$ cat config.mk
export PLATFORM = sky130hd
export DESIGN_NAME = ili_cell
export DESIGN_NICKNAME = d
export VERILOG_FILES = /design/src/rtl/assert_macros.svh /design/src/rtl/ili_pkg.sv /design/src/rtl/ili_cell.sv
export SDC_FILE = /design/constraint.sdc
export NUM_CORES = 1
export LEC_CHECK = 0
export BUFFER_PORTS_ARGS = -buffer_cell sky130_fd_sc_hd__buf_2
export CAP_MARGIN = 25
export CORE_MARGIN = 8
export CORE_UTILIZATION = 38
export CTS_CLUSTER_SIZE = 12
export DETAILED_ROUTE_END_ITERATION = 12
export PLACE_DENSITY = 0.95
export SYNTH_ARGS = -nofsm -noshare
export SYNTH_HDL_FRONTEND = slang
export SYNTH_SLANG_ARGS = --single-unit
$ cat constraint.sdc
create_clock -name aclk -period 6.97 [get_ports aclk]
set_clock_uncertainty 0.2 [all_clocks]
set_input_delay 0.697 -clock aclk [delete_from_list [all_inputs] [get_ports aclk]]
set_output_delay 0.697 -clock aclk [all_outputs]
set_load 0.1 [all_outputs]
$ cat src/rtl/assert_macros.svh
// Assertion macros used by the top-level RTL file.
// Define NO_ASSERTIONS to compile them out.
`ifndef ASSERT_MACROS_SVH
`define ASSERT_MACROS_SVH

`ifndef NO_ASSERTIONS

// Check a property on every rising clock edge outside reset
`define ILI_ASSERT(lbl, clk, rstn, prop) \
    lbl: assert property (@(posedge clk) disable iff (!rstn) (prop)) \
        else $error("property check failed");

// Check that a condition never holds outside reset
`define ILI_NEVER(lbl, clk, rstn, cond) \
    lbl: assert property (@(posedge clk) disable iff (!rstn) !(cond)) \
        else $error("forbidden condition seen");

`else

`define ILI_ASSERT(lbl, clk, rstn, prop)
`define ILI_NEVER(lbl, clk, rstn, cond)

`endif

`endif

$ cat src/rtl/ili_pkg.sv
package ili_pkg;

    // Default sizes
    localparam int CAPACITY_DEF   = 64;
    localparam int DATA_WIDTH_DEF = 32;

    // Fixed field widths
    localparam int ACTION_W = 2;
    localparam int POS_W    = 7;
    localparam int ITEM_W   = 32;
    localparam int VALUE_W  = 32;
    localparam int STATUS_W = 2;
    localparam int COUNT_W  = 7;

    // Stream data widths, padded to whole bytes
    localparam int S_TDATA_W = 48;
    localparam int M_TDATA_W = 48;

    // Cells per first-level group of the read select
    localparam int GROUP = 8;

    // Request actions
    localparam logic [ACTION_W-1:0] ACT_APPEND = 2'd0;
    localparam logic [ACTION_W-1:0] ACT_INSERT = 2'd1;
    localparam logic [ACTION_W-1:0] ACT_REMOVE = 2'd2;
    localparam logic [ACTION_W-1:0] ACT_READ   = 2'd3;

    // Result status codes
    localparam logic [STATUS_W-1:0] ST_OK    = 2'd0;
    localparam logic [STATUS_W-1:0] ST_RANGE = 2'd1;
    localparam logic [STATUS_W-1:0] ST_FULL  = 2'd2;

    // Shift command broadcast to every cell
    typedef struct packed {
        logic ins;   // open a slot at the position and write the new value
        logic rem;   // close the slot at the position
    } cell_op_t;

endpackage

$ cat src/rtl/ili_cell.sv
module ili_cell #(
    parameter int DATA_WIDTH = ili_pkg::DATA_WIDTH_DEF,
    parameter int IDX_W      = 8,
    parameter int INDEX      = 0
) (
    input  logic                  aclk,
    input  ili_pkg::cell_op_t     op,
    input  logic [IDX_W-1:0]      pos,
    input  logic [DATA_WIDTH-1:0] item,
    input  logic [DATA_WIDTH-1:0] left_data,
    input  logic [DATA_WIDTH-1:0] right_data,
    output logic [DATA_WIDTH-1:0] data,
    output logic                  hit
);

    logic [DATA_WIDTH-1:0] data_reg;
    logic                  at_pos;
    logic                  above_pos;

    // Locate this cell against the request position
    assign at_pos    = (32'(pos) == 32'(INDEX));
    assign above_pos = (32'(pos) <  32'(INDEX));

    // Take the new value, shift up from the left or close up from the right
    always_ff @(posedge aclk) begin
        if (op.ins) begin
            if (at_pos) begin
                data_reg <= item;
            end else if (above_pos) begin
                data_reg <= left_data;
            end
        end else if (op.rem && (at_pos || above_pos)) begin
            data_reg <= right_data;
        end
    end

    assign data = data_reg;
    assign hit  = at_pos;

endmodule

==> results.yml, run 1 <==
sta:
  period_share_pct: 40.3
  fmax_mhz: 356
  setup_tns_ps: 0
  slew_violations: 0
  final_hold_viol_count: 0
  post-route-min-period_ps: 2810
  setup_viol: 0
  worst_pin_slew_ps: 763
  relSlewSlack_pct: 49.0
  grt_setup_unrepaired: "no"
critical_path:
  arrival_ps: 1910
  path_common_cell: "buf_2"
  cp_slowest_cell: "or4_1"
  crit_type: "primary input to output pin"
  critPathMaxStageDelay_ps: 580
  endpoint_kind: "output pin"
  crit_fanout: 2
  critPathLaunchType: "primary input"
  crit_required_ps: 6070
  path_cells: "buf_2 > or4_1 > nor2_1 > buf_2"
yosys:
  yosysSeqAreaShare_pct: 69.8
  syn_nets: 180
  ys_ff_latch: 32
  mappedNetlistArea_um2: 1380
  ys_warn_count: 0
  yosys-top-cells-area: "edfxtp_1 70%, mux2_2 22%, mux2_1 4.1%"
  synth.avg_cell_area_um2: 18.9
  postSynthCellCount: 73
  yosysTopAreaCell: "edfxtp_1"
  yosysTopAreaCellShare_pct: 69.8
  ys_types: 8
floorplan:
  dieArea_um2: 5810
  rows: 22
  core_area_um2: 3580
  start_util_pct: 38.5
  dieHeight_um: 76.2
  dieWidth_um: 76.2
  io_pins: 140
placed_design:
  io_buffers: 107
  gp_congestion: 0.709
  dp_hpwl_mm: 2.84
power_and_ir_drop:
  leakagePower_uw: 0.000896
  peakVddDrop_uv: 120
  power_uw: 393
  pwr_density_cell_nw_per_um2: 193
drt:
  drc: 0
  dr_total_vias: 1045
  drtIter0Drc: 41
  antenna_left: 0
  drt-wirelength-per-cell_um: 14.8
  routed_wl_mm: 3.45
  first_pass_iters: 2
  vias_per_cell: 4.48
cts:
  clk_pin_slew_ps: 100
  cts_tree: "built"
  cts-root-buf: "clkbuf_4"
  ctsResizeCount: 0
  holdBufCountCts: 0
  clock_sinks: 32
  cts_made_buffers: 5
  clock_path_buffers: 2
  cts_setup_buffers: 0
  htreeDepth: 2
flow_run:
  cap_violations: 0
grt:
  grt_pass1_wl_mm: 5.27
  grt_max_degree: 34
  track_usage_pct: 11.6
  antenna_found_initial: 0
  overflow: 0
  grt_pass1_vias: 1199
layout:
  nets: 291
  drive_gt1_share_pct: 77.8
  largest_reg_flops: 32
  fin_util_pct: 57.1
  antennaDiodeCount: 0
  area_growth_pct: 48.3
  fillers: 293
worst_hold_path:
  hp-class: "primary input to register"
outcome:
  status: "complete, no violations"
stage by stage:
stage | hold WS [ps] | worst slack (ps) | std cells | cell area (um2)
floorplan | 698 | 3550 | 73 | 1380
detailed placement | 784 | 3990 | 225 | 1970
CTS | 423 | 4150 | 233 | 2040
global route | 429 | 4090 | 233 | 2040
global placement | 781 | 4030 | 225 | 1970
finish | 442 | 4160 | 233 | 2040
critical path, delay by kind of cell:
family	cells	cell delay, ps
simple gates	2	690
buf+inv	2	520
path summary, 6_finish.rpt:
check	to	from	slack (ps)	depth (start not counted)
max	hit	pos[1]	4160	4
min	data[25]$_DFFE_PP_	right_data[25]	440	2
power breakdown:
group | internal [uW] | switching [uW] | leakage [uW] | total, uW
Clock | 75.2 | 60.6 | 0.0000422 | 136
Sequential | 213 | 0.111 | 0.000288 | 214
Combinational | 27.4 | 16.8 | 0.000567 | 44.2
Total | 316 | 77.5 | 0.000896 | 393
cell families (layout without fill, tap and decap cells):
kind of cell | count (synthesis) | in the layout | share of synthesized area [%]
flops | 32 | 32 | 69.8
buf+inv | 4 | 116 | 1.45
mux | 32 | 32 | 26.2
simple gates | 5 | 5 | 2.63
metal layers:
| layer | vias to the layer above | wire [um] | share of wire, % | track usage [%] |
|---|---|---|---|---|
| met5 | - | 0 | 0 | 0 |
| met4 | 0 | 34 | 0.99 | 6.35 |
| met3 | 4 | 608 | 18 | 10.4 |
| met2 | 70 | 1600 | 46 | 17.6 |
| met1 | 463 | 1200 | 35 | 10.3 |
| li1 | 508 | - | - | - |
Yosys cell counts:
| cell type | instances |
|---|---|
| edfxtp_1 | 32 |
| mux2_2 | 27 |
| or4_1 | 1 |
| buf_2 | 4 |
| nor3_2 | 1 |
| nor2_1 | 2 |
| mux2_1 | 5 |
| or4_4 | 1 |
area by class of cell:
type / instances / area (um2) / share of cell area (%)
Timing Repair Buffer: 108 / 543 / 26.6
Tap cell: 48 / 60.1 / 2.94
Clock buffer: 6 / 41.3 / 2.02
Multi-Input combinational cell: 37 / 403 / 19.7
Sequential cell: 32 / 961 / 47.0
Clock inverter: 2 / 35.0 / 1.71
layout by cell type, fill, tap and decap left out, drive strengths merged:
master  count
clkinv      1
bufinv      1
mux2       32
nor2        2
clkbuf      6
edfxtp     32
or4         2
buf       108
nor3        1
Note: power is estimated with default switching activity, not from simulation.
==> inputs of run 2 (changes only) <==
Settings changed: ABC_AREA from default to 1, CORE_UTILIZATION 38 to 37, PLACE_DENSITY 0.95 to 0.91.
Clock period 6.97 ns to 2.8 ns, I/O delays scaled along.
==> results.yml, run 2 <==
outcome:
  status: "complete, no violations"
drt:
  first_pass_iters: 4
  dr_total_vias: 1084
  vias_per_cell: 4.52
  routed_wl_mm: 3.89
  drc: 0
  antenna_left: 0
  drt-wirelength-per-cell_um: 16.2
  drtIter0Drc: 70
yosys:
  mappedNetlistArea_um2: 1540
  postSynthCellCount: 77
  synth_top_cells_by_count: "32 x edfxtp_1, 29 x mux2_4, 6 x nor2_1, 3 x buf_12, 3 x mux2_2"
  synth.avg_cell_area_um2: 20.0
  synth-edff-count: 32
  synth_ff_type: "edfxtp_1"
  ys_ff_latch: 32
  yosysTopAreaCellShare_pct: 62.5
  yosysTopAreaCell: "edfxtp_1"
  yosysSeqAreaShare_pct: 62.5
  syn_nets: 184
  ys_warn_count: 0
  async_flop_share_pct: 0
  synth.most_common_cell: "edfxtp_1"
  ys_types: 8
  yosys-top-cells-area: "edfxtp_1 63%, mux2_4 28%, buf_12 3.9%"
grt:
  grt_use_met3_pct: 7.48
  busiest_layer: "met2"
  track_usage_pct: 12.2
  antenna_found_initial: 0
  grt_pass1_wl_mm: 5.84
  grt_max_degree: 19
  globalRouteMet1Util_pct: 11.4
  grt.met2_usage_pct: 20.5
  grt_pass1_vias: 1283
  overflow: 0
layout:
  final_common_cell: "buf_2"
  final_cell_mix: "107 x buf_2, 32 x edfxtp_1, 29 x mux2_4"
  drive_gt1_share_pct: 78.4
  antennaDiodeCount: 0
  layout.cells.non_filler: 240
  area_growth_pct: 42.3
  nets: 297
  fin_util_pct: 54.7
  largest_reg_flops: 32
cts:
  cts_made_buffers: 5
  clock_path_buffers: 2
  clock_sinks: 32
  htreeDepth: 2
  clk_pin_slew_ps: 60
  cts_tree: "built"
  ctsResizeCount: 0
  cts-root-buf: "clkbuf_8"
  cts_setup_buffers: 0
  holdBufCountCts: 0
power_and_ir_drop:
  peakVddDrop_uv: 243
  power_uw: 994
  leakagePower_uw: 0.00104
  pwr_density_cell_nw_per_um2: 454
critical_path:
  crit_fanout: 2
  arrival_ps: 1150
  crit_required_ps: 2320
  endpoint_kind: "output pin"
  crit_type: "primary input to output pin"
  critPathLaunchType: "primary input"
floorplan:
  rows: 23
  dieArea_um2: 6470
  dieHeight_um: 80.4
  start_util_pct: 38.4
  io_pins: 140
  core_area_um2: 4000
  dieWidth_um: 80.4
flow_run:
  cap_violations: 0
sta:
  setup_viol: 0
  relSlewSlack_pct: 62.3
  fmax_mhz: 615
  post-route-min-period_ps: 1630
  slew_violations: 0
  period_share_pct: 58.1
  setup_tns_ps: 0
  final_hold_viol_count: 0
  worst_pin_slew_ps: 566
  grt_setup_unrepaired: "no"
worst_hold_path:
  hp-class: "primary input to register"
placed_design:
  io_buffers: 107
  dp_hpwl_mm: 3.23
  dp.cells: 233
  gp_congestion: 0.698
## run 2: changes by cell type after synthesis, sizes merged
cell   delta
nor2      +4
nand2     +2
or4       -2
## run 2: cell type report
class                           count  area [um2]
Multi-Input combinational cell     41         515
Sequential cell                    32         961
Fill cell                         327        1810
Timing Repair Buffer              110         571
Clock inverter                      1        5.00
Tap cell                           50        62.6
Clock buffer                        6        72.6
## run 2: cells by family after synthesis
| kind of cell | share of synthesized area, % |
|---|---|
| mux | 30.5 |
| flops | 62.5 |
| simple gates | 2.28 |
| buf+inv | 4.64 |
## run 2: metrics by stage
step	hold slack (ps)	cell area, um2	worst slack (ps)
final	103	2190	1170
after floorplan	297	1540	268
after global routing	87.6	2190	1100
after global placement	379	2110	907
after detailed placement	385	2110	877
after CTS	85.9	2190	1150
## run 2: per-layer routing
| layer | vias to the layer above | share of wire, % |
|---|---|---|
| li1 | 517 | - |
| met1 | 490 | 35 |
| met2 | 72 | 51 |
| met3 | 5 | 13 |
| met4 | 0 | 1.1 |
| met5 | - | 0 |
## run 2: where the power goes
part	total [uW]	leakage, uW	switching [uW]	internal [uW]
Sequential	533	0.000288	0.320	532
Clock	318	0.0000410	150	168
Combinational	143	0.000709	51.1	92.2
Total	994	0.00104	201	793
## run 2: final timing paths
check  cells past startpoint  slack [ps]            endpoint      startpoint
min                        2         100  data[25]$_DFFE_PP_  right_data[25]
max                        5        1170                 hit          pos[0]
## run 2: critical path, stage by stage
cell,delay [ps]
buf_2,100
nor2_1,100
nand2_1,110
nor2_1,120
buf_2,430
